[src/rtl/isort_pkg.sv]
// Shared constants, types and state codes of the insertion sorter.
package isort_pkg;

   localparam int DEPTH  = 64;
   localparam int DATA_W = 32;
   localparam int ADDR_W = $clog2(DEPTH);
   localparam int CNT_W  = $clog2(DEPTH + 1);

   typedef struct packed {
      logic              en;
      logic [ADDR_W-1:0] addr;
      logic [DATA_W-1:0] data;
   } store_wr_type;

   typedef enum logic [7:0] {
      ST_LOAD     = 8'b0000_0001,
      ST_KEY_RD   = 8'b0000_0010,
      ST_KEY_WT   = 8'b0000_0100,
      ST_CMP      = 8'b0000_1000,
      ST_PLACE    = 8'b0001_0000,
      ST_OUT_RD   = 8'b0010_0000,
      ST_OUT_LD   = 8'b0100_0000,
      ST_OUT_WAIT = 8'b1000_0000
   } state_type;

endpackage

[src/rtl/isort_if.sv]
// Valid/ready channels for the sorter's input elements and sorted results.
interface isort_req_if import isort_pkg::*; ();
   logic                     valid;
   logic                     ready;
   logic signed [DATA_W-1:0] value;
   logic                     last_item;

   modport source (output valid, output value, output last_item, input ready);
   modport sink   (input valid, input value, input last_item, output ready);
endinterface

interface isort_rsp_if import isort_pkg::*; ();
   logic                     valid;
   logic                     ready;
   logic signed [DATA_W-1:0] sorted_value;
   logic                     last_of_run;
   logic                     overflow;

   modport source (output valid, output sorted_value, output last_of_run, output overflow,
                   input ready);
   modport sink   (input valid, input sorted_value, input last_of_run, input overflow,
                   output ready);
endinterface

[src/rtl/isort_store.sv]
// Element store: one write port, one read port with registered read data.
module isort_store import isort_pkg::*; (
   input  logic              clock,
   input  store_wr_type      wr,
   input  logic [ADDR_W-1:0] rd_addr,
   output logic [DATA_W-1:0] rd_data
);

   logic [DATA_W-1:0] mem [DEPTH];
   logic [DATA_W-1:0] rd_data_ff;

   always_ff @(posedge clock) begin
      if (wr.en) begin
         mem[wr.addr] <= wr.data;
      end
   end

   always_ff @(posedge clock) begin
      rd_data_ff <= mem[rd_addr];
   end

   assign rd_data = rd_data_ff;

endmodule

[src/rtl/insertion_sorter_core.sv]
// Insertion sorter: loads a set, sorts it in place in a store, then streams it out.
// Load: one element per cycle while no set is being sorted or emitted.
// Sort: the first key is read, then each key is fetched and compared with its predecessors,
// each greater one shifted up one place, and the key written into the gap; the sort is paced by the
// store's one read port and the single compare unit. Emit: one result at a time, each held until rsp ready.
// Reset (synchronous): store empty, drop flag clear, ready for the first element.
module insertion_sorter_core import isort_pkg::*; (
   input  logic clock,
   input  logic reset,
   isort_req_if.sink   req_ch,
   isort_rsp_if.source rsp_ch
);

   state_type                state_ff, state_in;
   logic [CNT_W-1:0]         fill_ff, fill_in;
   logic                     drop_ff, drop_in;
   logic [ADDR_W-1:0]        idx_ff, idx_in;
   logic [ADDR_W-1:0]        pos_ff, pos_in;
   logic [ADDR_W-1:0]        out_ff, out_in;
   logic signed [DATA_W-1:0] key_ff, key_in;
   logic signed [DATA_W-1:0] res_ff, res_in;
   logic                     res_last_ff, res_last_in;
   logic                     res_ovf_ff, res_ovf_in;

   store_wr_type             wr;
   logic [ADDR_W-1:0]        rd_addr;
   logic [DATA_W-1:0]        rd_data;
   logic                     full;
   logic                     greater;
   logic                     last_key;
   logic                     last_out;

   isort_store u_store (
      .clock   (clock),
      .wr      (wr),
      .rd_addr (rd_addr),
      .rd_data (rd_data)
   );

   assign full     = (fill_ff == CNT_W'(DEPTH));
   assign greater  = ($signed(rd_data) > key_ff);
   assign last_key = ((CNT_W'(idx_ff) + CNT_W'(1)) == fill_ff);
   assign last_out = ((CNT_W'(out_ff) + CNT_W'(1)) == fill_ff);

   assign req_ch.ready        = (state_ff == ST_LOAD);
   assign rsp_ch.valid        = (state_ff == ST_OUT_WAIT);
   assign rsp_ch.sorted_value = res_ff;
   assign rsp_ch.last_of_run  = res_last_ff;
   assign rsp_ch.overflow     = res_ovf_ff;

   always_comb begin
      state_in    = state_ff;
      fill_in     = fill_ff;
      drop_in     = drop_ff;
      idx_in      = idx_ff;
      pos_in      = pos_ff;
      out_in      = out_ff;
      key_in      = key_ff;
      res_in      = res_ff;
      res_last_in = res_last_ff;
      res_ovf_in  = res_ovf_ff;
      wr.en       = 1'b0;
      wr.addr     = pos_ff;
      wr.data     = key_ff;
      rd_addr     = '0;

      unique case (state_ff)
         ST_LOAD: begin
            if (req_ch.valid) begin
               if (!full) begin
                  wr.en   = 1'b1;
                  wr.addr = fill_ff[ADDR_W-1:0];
                  wr.data = req_ch.value;
                  fill_in = fill_ff + CNT_W'(1);
               end else begin
                  drop_in = 1'b1;
               end
               if (req_ch.last_item) begin
                  idx_in = ADDR_W'(1);
                  out_in = '0;
                  // a single element needs no sorting
                  if (fill_in == CNT_W'(1)) begin
                     state_in = ST_OUT_RD;
                  end else begin
                     state_in = ST_KEY_RD;
                  end
               end
            end
         end
         ST_KEY_RD: begin
            rd_addr  = idx_ff;
            state_in = ST_KEY_WT;
         end
         ST_KEY_WT: begin
            key_in   = rd_data;
            pos_in   = idx_ff;
            rd_addr  = idx_ff - ADDR_W'(1);
            state_in = ST_CMP;
         end
         ST_CMP: begin
            wr.en = 1'b1;
            if (greater) begin
               // shift predecessor up one place, fetch the next one down
               wr.data = rd_data;
               pos_in  = pos_ff - ADDR_W'(1);
               rd_addr = pos_ff - ADDR_W'(2);
               if (pos_ff == ADDR_W'(1)) begin
                  state_in = ST_PLACE;
               end
            end else if (last_key) begin
               state_in = ST_OUT_RD;
            end else begin
               idx_in   = idx_ff + ADDR_W'(1);
               rd_addr  = idx_ff + ADDR_W'(1);
               state_in = ST_KEY_WT;
            end
         end
         ST_PLACE: begin
            wr.en = 1'b1;
            if (last_key) begin
               state_in = ST_OUT_RD;
            end else begin
               idx_in   = idx_ff + ADDR_W'(1);
               rd_addr  = idx_ff + ADDR_W'(1);
               state_in = ST_KEY_WT;
            end
         end
         ST_OUT_RD: begin
            rd_addr  = out_ff;
            state_in = ST_OUT_LD;
         end
         ST_OUT_LD: begin
            res_in      = rd_data;
            res_last_in = last_out;
            res_ovf_in  = last_out & drop_ff;
            state_in    = ST_OUT_WAIT;
         end
         ST_OUT_WAIT: begin
            if (rsp_ch.ready) begin
               if (res_last_ff) begin
                  fill_in  = '0;
                  drop_in  = 1'b0;
                  state_in = ST_LOAD;
               end else begin
                  out_in   = out_ff + ADDR_W'(1);
                  rd_addr  = out_ff + ADDR_W'(1);
                  state_in = ST_OUT_LD;
               end
            end
         end
         default: begin
            state_in = ST_LOAD;
         end
      endcase
   end

   always_ff @(posedge clock) begin
      if (reset) begin
         state_ff <= ST_LOAD;
         fill_ff  <= '0;
         drop_ff  <= 1'b0;
      end else begin
         state_ff <= state_in;
         fill_ff  <= fill_in;
         drop_ff  <= drop_in;
      end
   end

   always_ff @(posedge clock) begin
      idx_ff      <= idx_in;
      pos_ff      <= pos_in;
      out_ff      <= out_in;
      key_ff      <= key_in;
      res_ff      <= res_in;
      res_last_ff <= res_last_in;
      res_ovf_ff  <= res_ovf_in;
   end

endmodule

[src/flat_wrapper.sv]
// flat-port wrapper written by rule: the top's interface ports become plain ports
module insertion_sorter_core_flat import isort_pkg::*;
  (clock, reset, req_ch_valid, req_ch_value, req_ch_last_item, req_ch_ready, rsp_ch_valid, rsp_ch_sorted_value, rsp_ch_last_of_run, rsp_ch_overflow, rsp_ch_ready);
  isort_req_if req_ch_i ();
  isort_rsp_if rsp_ch_i ();
  input  logic clock;
  input  logic reset;
  input wire logic [$bits(req_ch_i.valid)-1:0] req_ch_valid;
  input wire logic [$bits(req_ch_i.value)-1:0] req_ch_value;
  input wire logic [$bits(req_ch_i.last_item)-1:0] req_ch_last_item;
  output wire logic [$bits(req_ch_i.ready)-1:0] req_ch_ready;
  output wire logic [$bits(rsp_ch_i.valid)-1:0] rsp_ch_valid;
  output wire logic [$bits(rsp_ch_i.sorted_value)-1:0] rsp_ch_sorted_value;
  output wire logic [$bits(rsp_ch_i.last_of_run)-1:0] rsp_ch_last_of_run;
  output wire logic [$bits(rsp_ch_i.overflow)-1:0] rsp_ch_overflow;
  input wire logic [$bits(rsp_ch_i.ready)-1:0] rsp_ch_ready;
  assign req_ch_i.valid = req_ch_valid;
  assign req_ch_i.value = req_ch_value;
  assign req_ch_i.last_item = req_ch_last_item;
  assign req_ch_ready = req_ch_i.ready;
  assign rsp_ch_valid = rsp_ch_i.valid;
  assign rsp_ch_sorted_value = rsp_ch_i.sorted_value;
  assign rsp_ch_last_of_run = rsp_ch_i.last_of_run;
  assign rsp_ch_overflow = rsp_ch_i.overflow;
  assign rsp_ch_i.ready = rsp_ch_ready;
  insertion_sorter_core u_core (.clock(clock), .reset(reset), .req_ch(req_ch_i), .rsp_ch(rsp_ch_i));
endmodule
[config.mk]
export PLATFORM = sky130hd
export DESIGN_NAME = insertion_sorter_core_flat
export DESIGN_NICKNAME = d
export VERILOG_FILES = /design/src/rtl/isort_pkg.sv /design/src/rtl/isort_if.sv /design/src/rtl/isort_store.sv /design/src/rtl/insertion_sorter_core.sv /design/src/flat_wrapper.sv
export SDC_FILE = /design/constraint.sdc
export NUM_CORES = 2
export LEC_CHECK = 0
export BUFFER_PORTS_ARGS = -buffer_cell sky130_fd_sc_hd__buf_4
export CELL_PAD_IN_SITES_DETAIL_PLACEMENT = 1
export CELL_PAD_IN_SITES_GLOBAL_PLACEMENT = 1
export CORE_ASPECT_RATIO = 0.7
export CORE_MARGIN = 2
export CORE_UTILIZATION = 35
export CTS_BUF_LIST = sky130_fd_sc_hd__clkbuf_16
export CTS_CLUSTER_SIZE = 20
export DETAILED_ROUTE_END_ITERATION = 10
export PLACE_DENSITY = 0.57
export SLEW_MARGIN = 20
export SYNTH_ARGS = -nofsm -noshare
export SYNTH_HDL_FRONTEND = slang
export SYNTH_HIERARCHICAL = 1
export SYNTH_SLANG_ARGS = --single-unit
[constraint.sdc]
create_clock -name clock -period 4.5 [get_ports clock]
set_input_delay 0 -clock clock [delete_from_list [all_inputs] [get_ports clock]]
set_output_delay 0 -clock clock [all_outputs]
set_load 0.005 [all_outputs]
Yosys cells after proc, flatten, opt, wreduce, memory -nomap -nowiden:

Memories as Yosys holds them, arrays and structs flattened. A register that Yosys moved wholly into a read port is not among the register bits.
Index checks and enable logic that the tools add are counted.

* bits in latches: 0
* bits in registers: 100
* bits of input ports: 37
* word-level logic and storage cells: 99
* memories kept: 1
* ROM bits: 0
* output and inout port bits: 36
* bits in writable memories: 2048

* equality and inequality tests: 22
* shift operators: 0
* bitwise gates (word level): 1
* $add $sub $neg: 8
* $mul: 0
* multiplexer cells: 46
* order comparisons: 1
* divide/modulo/power cells: 0
* reductions and logical operators: 10

Memories
* u_core.u_store.mem: depth 64, width 32, rd ports 1, clocked after Yosys merged registers in 1, write ports 1, RTL line isort_store.sv:9 `logic [DATA_W-1:0] mem [DEPTH];`

Operator list (count)
* $mux 6: 16
* $mux 39: 2
* $pmux 32 s2: 1
* $pmux 8 s8: 1
* $mux 7: 7
* $mux 8: 5
* $pmux 6 s6: 1
* $gt 32x32->1: 1
* $mux 32: 1
* $pmux 6 s2: 2
* $pmux 6 s3: 1
* $add 6x1->7 const B: 2
* $eq 7x7->1: 2
* $pmux 7 s2: 1
* $add 6x1->6 const B: 2
* $reduce_and 4->1: 3
* $sub 6x1->6 const B: 2
* $reduce_and 5->1: 2
* $eq 8x1->1 const B: 1
* $eq 8x2->1 const B: 1
* $eq 8x3->1 const B: 1
* $eq 8x4->1 const B: 1
* $eq 8x5->1 const B: 1
* $eq 8x6->1 const B: 1
* 17 further kinds: 30

Logic depth before layout (Yosys ltp):

* word-level depth: 9
* gate-level depth with buffers: 20
* gate-level depth less buffers: 14

Hierarchy:

The synthesis kept the hierarchy.

By module, submodules not included
* isort_store: cells each 3324, sequential area each 62139.6 um^2, instances 1, area each 78515.3 um^2
* insertion_sorter_core: cells each 585, sequential area each 2842.7 um^2, instances 1, area each 6108.4 um^2

Worst setup path after synthesis:

No wires, ideal clock.

* kind: reg2reg
* start point: reg u_core.state_ff[1]
* end point: mem u_core.u_store.mem[49][0], enable pin
* cell stages (with the launch flop): 11
* arrival: 4.480 ns
* data required time: 4.039 ns
* library setup time: 0.461 ns
* buffers on the path: 3
* period minus slack after synthesis: 4.941 ns
* path slack: -0.441 ns
* cell sequence: dfxtp_1 -> nor3_1 -> nand3_1 -> inv_2 -> and2_1 -> clkbuf_1 -> clkbuf_1 -> a22o_1 -> clkbuf_1 -> nand4_1 -> nor3_1

RTL lines
* from (decl): RTL line insertion_sorter_core.sv:14 `state_type state_ff, state_in;`
* from (signal assigned): RTL line insertion_sorter_core.sv:163 `state_ff <= state_in;`
* to (decl): RTL line isort_store.sv:9

Worst setup path after layout:

* start point: reg u_core.key_ff[20]
* end point: reg u_core.u_store.rd_data_ff[1], in the netlist u_core/u_store/rd_data[1] (read register of u_core.u_store.mem)

* longest elaborated chain between the ends: 3

Ends and longest elaborated chain
* from (decl): RTL line insertion_sorter_core.sv:20 `logic signed [DATA_W-1:0] key_ff, key_in;`
* from (signal assigned): RTL line insertion_sorter_core.sv:173 `key_ff <= key_in;`
* $gt 32x32->1: RTL line insertion_sorter_core.sv:41 `assign greater = ($signed(rd_data) > key_ff);`
* $mux 6: RTL line insertion_sorter_core.sv:102 `if (greater) begin`
* $pmux 6 s6: RTL line insertion_sorter_core.sv:67 `unique case (state_ff)`
* net u_core.rd_addr[1]: RTL line insertion_sorter_core.sv:26 `logic [ADDR_W-1:0] rd_addr;`
* to (decl): RTL line isort_store.sv:10 `logic [DATA_W-1:0] rd_data_ff;`

The timed path passes the listed nets, and every way through them passes these cells.
A chain may end at the register's enable or synchronous reset.

==> impl_metrics.csv <==
group,metric,value,unit
grt,grt_overflow,0,
synth,synth_top_family_by_area,"multiplexers",
place,numPortBuffers,72,
power,ir_drop,0.377,mV
place,dp_hpwl,167000,um
drt,drc,0,
clock_tree,insertion_delay,0.87,ns
clock_tree,clkTransAtPathRegs,0.06,ns
critical_path,critical_path_class,"register to register",
drt,num_vias,45575,
synth,synth_warnings,6,
drt,drt-pass1-iter-count,5,
power,power_leakage,33.2,nW
critical_path,crit_family,"simple AND/OR/NAND/NOR gates",
synth,synth-simple-area-share,2.44,%
drt,drtIter0Drc,6281,
sta,final_max_slew_viol_count,0,
synth,syn_nets,3988,
sta,worst_slew_pin_slew,1.12,ns
run_status,violations,"setup timing",
cells_and_area,layout-drive-gt1-share,38.7,%
drt,final_antenna_net_count,0,
sta,rsz0062_at_grt,"yes",
synth,synth_cell_type_count,76,
clock_tree,tritoncts,"yes",
floorplan,die_w,592,um
floorplan,die_area,246000,um2
sta,timing.final.crit_period,4.80,ns
floorplan,io_pins,73,
synth,syn-cell-area,84600,um2
floorplan,num_rows,150,
synth,ys.flop_type,"edfxtp_1",
cells_and_area,n_fill_cell,22345,
synth,synth_edf_count,2132,
power,power_density,518,nW/um2
power,switching_power,15.4,mW
cells_and_area,layout_commonest_cell,"edfxtp_1",
power,power_frac_clock,32.0,%
sta,period_share,107,%
drt,wirelength,274000,um
clock_tree,cts-root-buf,"clkbuf_16",
synth,synthMuxAreaShare,15.6,%
grt,first_global_vias,45892,
drt,vias_per_cell,5.65,
critical_path,path_cells,"inv_1 -> ha_1 -> nand4_1 -> or4_4 -> or3_4 -> buf_6 -> o2111a_2 -> o21ai_2 -> buf_4 -> o221ai_4 -> buf_12 -> buf_12 -> buf_12 -> buf_12 -> buf_4 -> mux4_2 -> mux4_2 -> o22ai_4 -> nor2_4",
clock_tree,cts_buffer_depth,4,
clock_tree,htree_levels,4,
sta,maxSlewHeadroom,25.0,%
grt,antenna_found_initial,15,
critical_path,crit_path_end_kind,"register",
grt,track_usage,22.1,%
floorplan,die_y,415,um
synth,syn_inst,3909,
synth,synth-xor-area-share,0.358,%
sta,setup_viol,32,
critical_path,critPathMaxFanout,9,
sta,fmax,208,MHz
sta,finalHoldViolCount,0,
power,switching_share,28.4,%
cells_and_area,area_growth,23.7,%
run_status,status,"finished, violations left",
cells_and_area,final_core_utilization,43.7,%
drt,post_drt_wl_per_cell,33.9,um
floorplan,coreArea,239000,um2
cells_and_area,ff_latch_area,65000,um2
clock_tree,cts_buffers,208,
cells_and_area,layout_common_cells,"edfxtp_1 (2132), buf_4 (551), mux4_2 (544), clkbuf_16 (219), buf_12 (137)",
critical_path,worst_path_max_delay_cell,"or4_4",
synth,synth_compound_area_share,2.76,%
sta,layout_setup_ws,-0.301,ns
grt,grt_pass1_wl,378000,um
critical_path,cp.arrival,5.55,ns
critical_path,cp_num_buf_inv,8,
clock_tree,cts.sinks,2180,
place,place_congestion,0.840,
power,combPwrFrac,20.7,%
synth,ys_seq_area_share,76.8,%
cells_and_area,layout.nets,4789,
synth,synth-adder-area-share,0.621,%
critical_path,crit_required,5.25,ns
cells_and_area,multi_input_area,20100,um2
worst_hold_path,min_path_type,"input port to register",
floorplan,initial_core_util,35.3,%
synth,syn_area_per_cell,21.6,um2
power,cellInternalPower,38.9,mW
critical_path,slowest_delay,0.63,ns
flow_run,timing.max_cap.violations,0,
power,pwr-share-seq,47.3,%
critical_path,cp_common_cell,"buf_12",
grt,grt_max_degree,65,
critical_path,cp-start-kind,"register",
synth,synth-async-reset-ratio,0,%
synth,ys_ff_latch,2180,
place,post-place-ws,-1.09,ns
sta,clock-skew-final,0.0619,ns
cell type report:
cell class,instances,area share (%)
Multi-Input combinational cell,1473,19.2
Inverter,45,0.161
Clock inverter,163,1.16
Clock buffer,213,5.09
Sequential cell,2180,62.1
Antenna cell,4,0.00956
Tap cell,3192,3.82
Timing Repair Buffer,802,8.47
kinds of logic (layout without fill, tap and decap cells):
family,after synthesis,in the layout
mux,639,639
other cells,0,4
fa+ha+maj,42,42
buf+inv,256,1223
simple gates,422,422
flops,2180,2180
compound gates,337,337
xor+xnor,33,33
through the flow:
step                      total power [mW]  cells  hold WS (ns)  TNS [ns]  instance area (um2)
after floorplan                       30.3   3909         0.107         0                84600
after global placement                36.2   7575         0.296    -22.84                94900
after detailed placement              36.4   7578         0.306    -24.12                95000
after CTS                             54.2   8026       0.00186     -6.94               104000
after global routing                  55.8   8068        0.0414    -10.10               105000
final                                 54.2   8072        0.0260     -6.53               105000
sequential cells by signal, indices dropped and copies added, names as in the netlist:
name / flops
u_core/state_ff: 8
u_core/rsp_ch.sorted_value: 32
u_core/rsp_ch.last_of_run: 1
u_core/drop_ff: 1
u_core/pos_ff: 6
u_core/u_store/mem: 2048
u_core/fill_ff: 7
u_core/key_ff: 32
u_core/u_store/rd_data: 32
u_core/idx_ff: 6
u_core/rsp_ch.overflow: 1
u_core/out_ff: 6
repair_timing:
action | 4_1_cts | 5_1_grt
hold endpoints to repair | 426 | 0
setup endpoints to repair | 32 | 32
buffers inserted | 46 | 40
pin swaps | 41 | 55
resized for setup | 210 | 125
cloned | 16 | 7
hold buffers | 16 | 0
worst min-delay path, stage by stage:
cell and delay (ns):
buf_4 0.07, and3_1 0.18, a221o_2 0.15, buf_12 0.26
synthesized netlist by cell type, drive strengths merged, types with 6 or more instances:
cell,n,area (um2)
a311oi,8,70.1
buf,117,686
a221o,33,330
dfxtp,48,961
nor2b,17,106
a21oi,87,447
o21ai,25,125
nand2b,14,87.6
nor3,21,105
or2,6,37.5
o221ai,33,289
xor2,15,131
or3,6,42.5
o22ai,85,532
clkbuf,94,353
inv,45,169
xnor2,17,149
a22oi,13,97.6
ha,42,526
and3,40,250
nand3,20,100
a211oi,7,52.6
edfxtp,2132,64000
nand3b,11,82.6
nand2,69,259
and2,7,43.8
nor2,177,672
nand4,13,96.3
mux4,544,12300
mux2i,93,931
power by group through the flow:
stage	registers [mW]	logic, mW	clock network [mW]
floorplan	25.9	4.35	0
global placement	26.1	10.1	0
detailed placement	26.1	10.3	0
CTS	25.7	10.9	17.6
global route	25.7	11.8	18.4
finish	25.7	11.2	17.4
path summary, 6_finish.rpt:
kind	from	endpoint	slack, ns	cells past startpoint
min reg2reg	u_core/u_store/rd_data[3]	u_core/key_ff[3]	0.55	1
max	u_core/key_ff[20]	u_core/u_store/rd_data[1]	-0.30	19
min	req_ch_value[4]	u_core/u_store/mem[34][4]	0.03	4
max reg2reg	u_core/key_ff[20]	u_core/u_store/rd_data[1]	-0.30	19
per-layer routing:
metal  vias to the layer above  track usage (%)  routed length [um]
li1                      18136                -                   -
met2                      1991             31.1              116000
met3                       300             5.40               28700
met5                         -                0                  13
met4                         2             3.85                4850
met1                     25146             34.6              124000
Note: power is estimated with default switching activity, not from simulation.
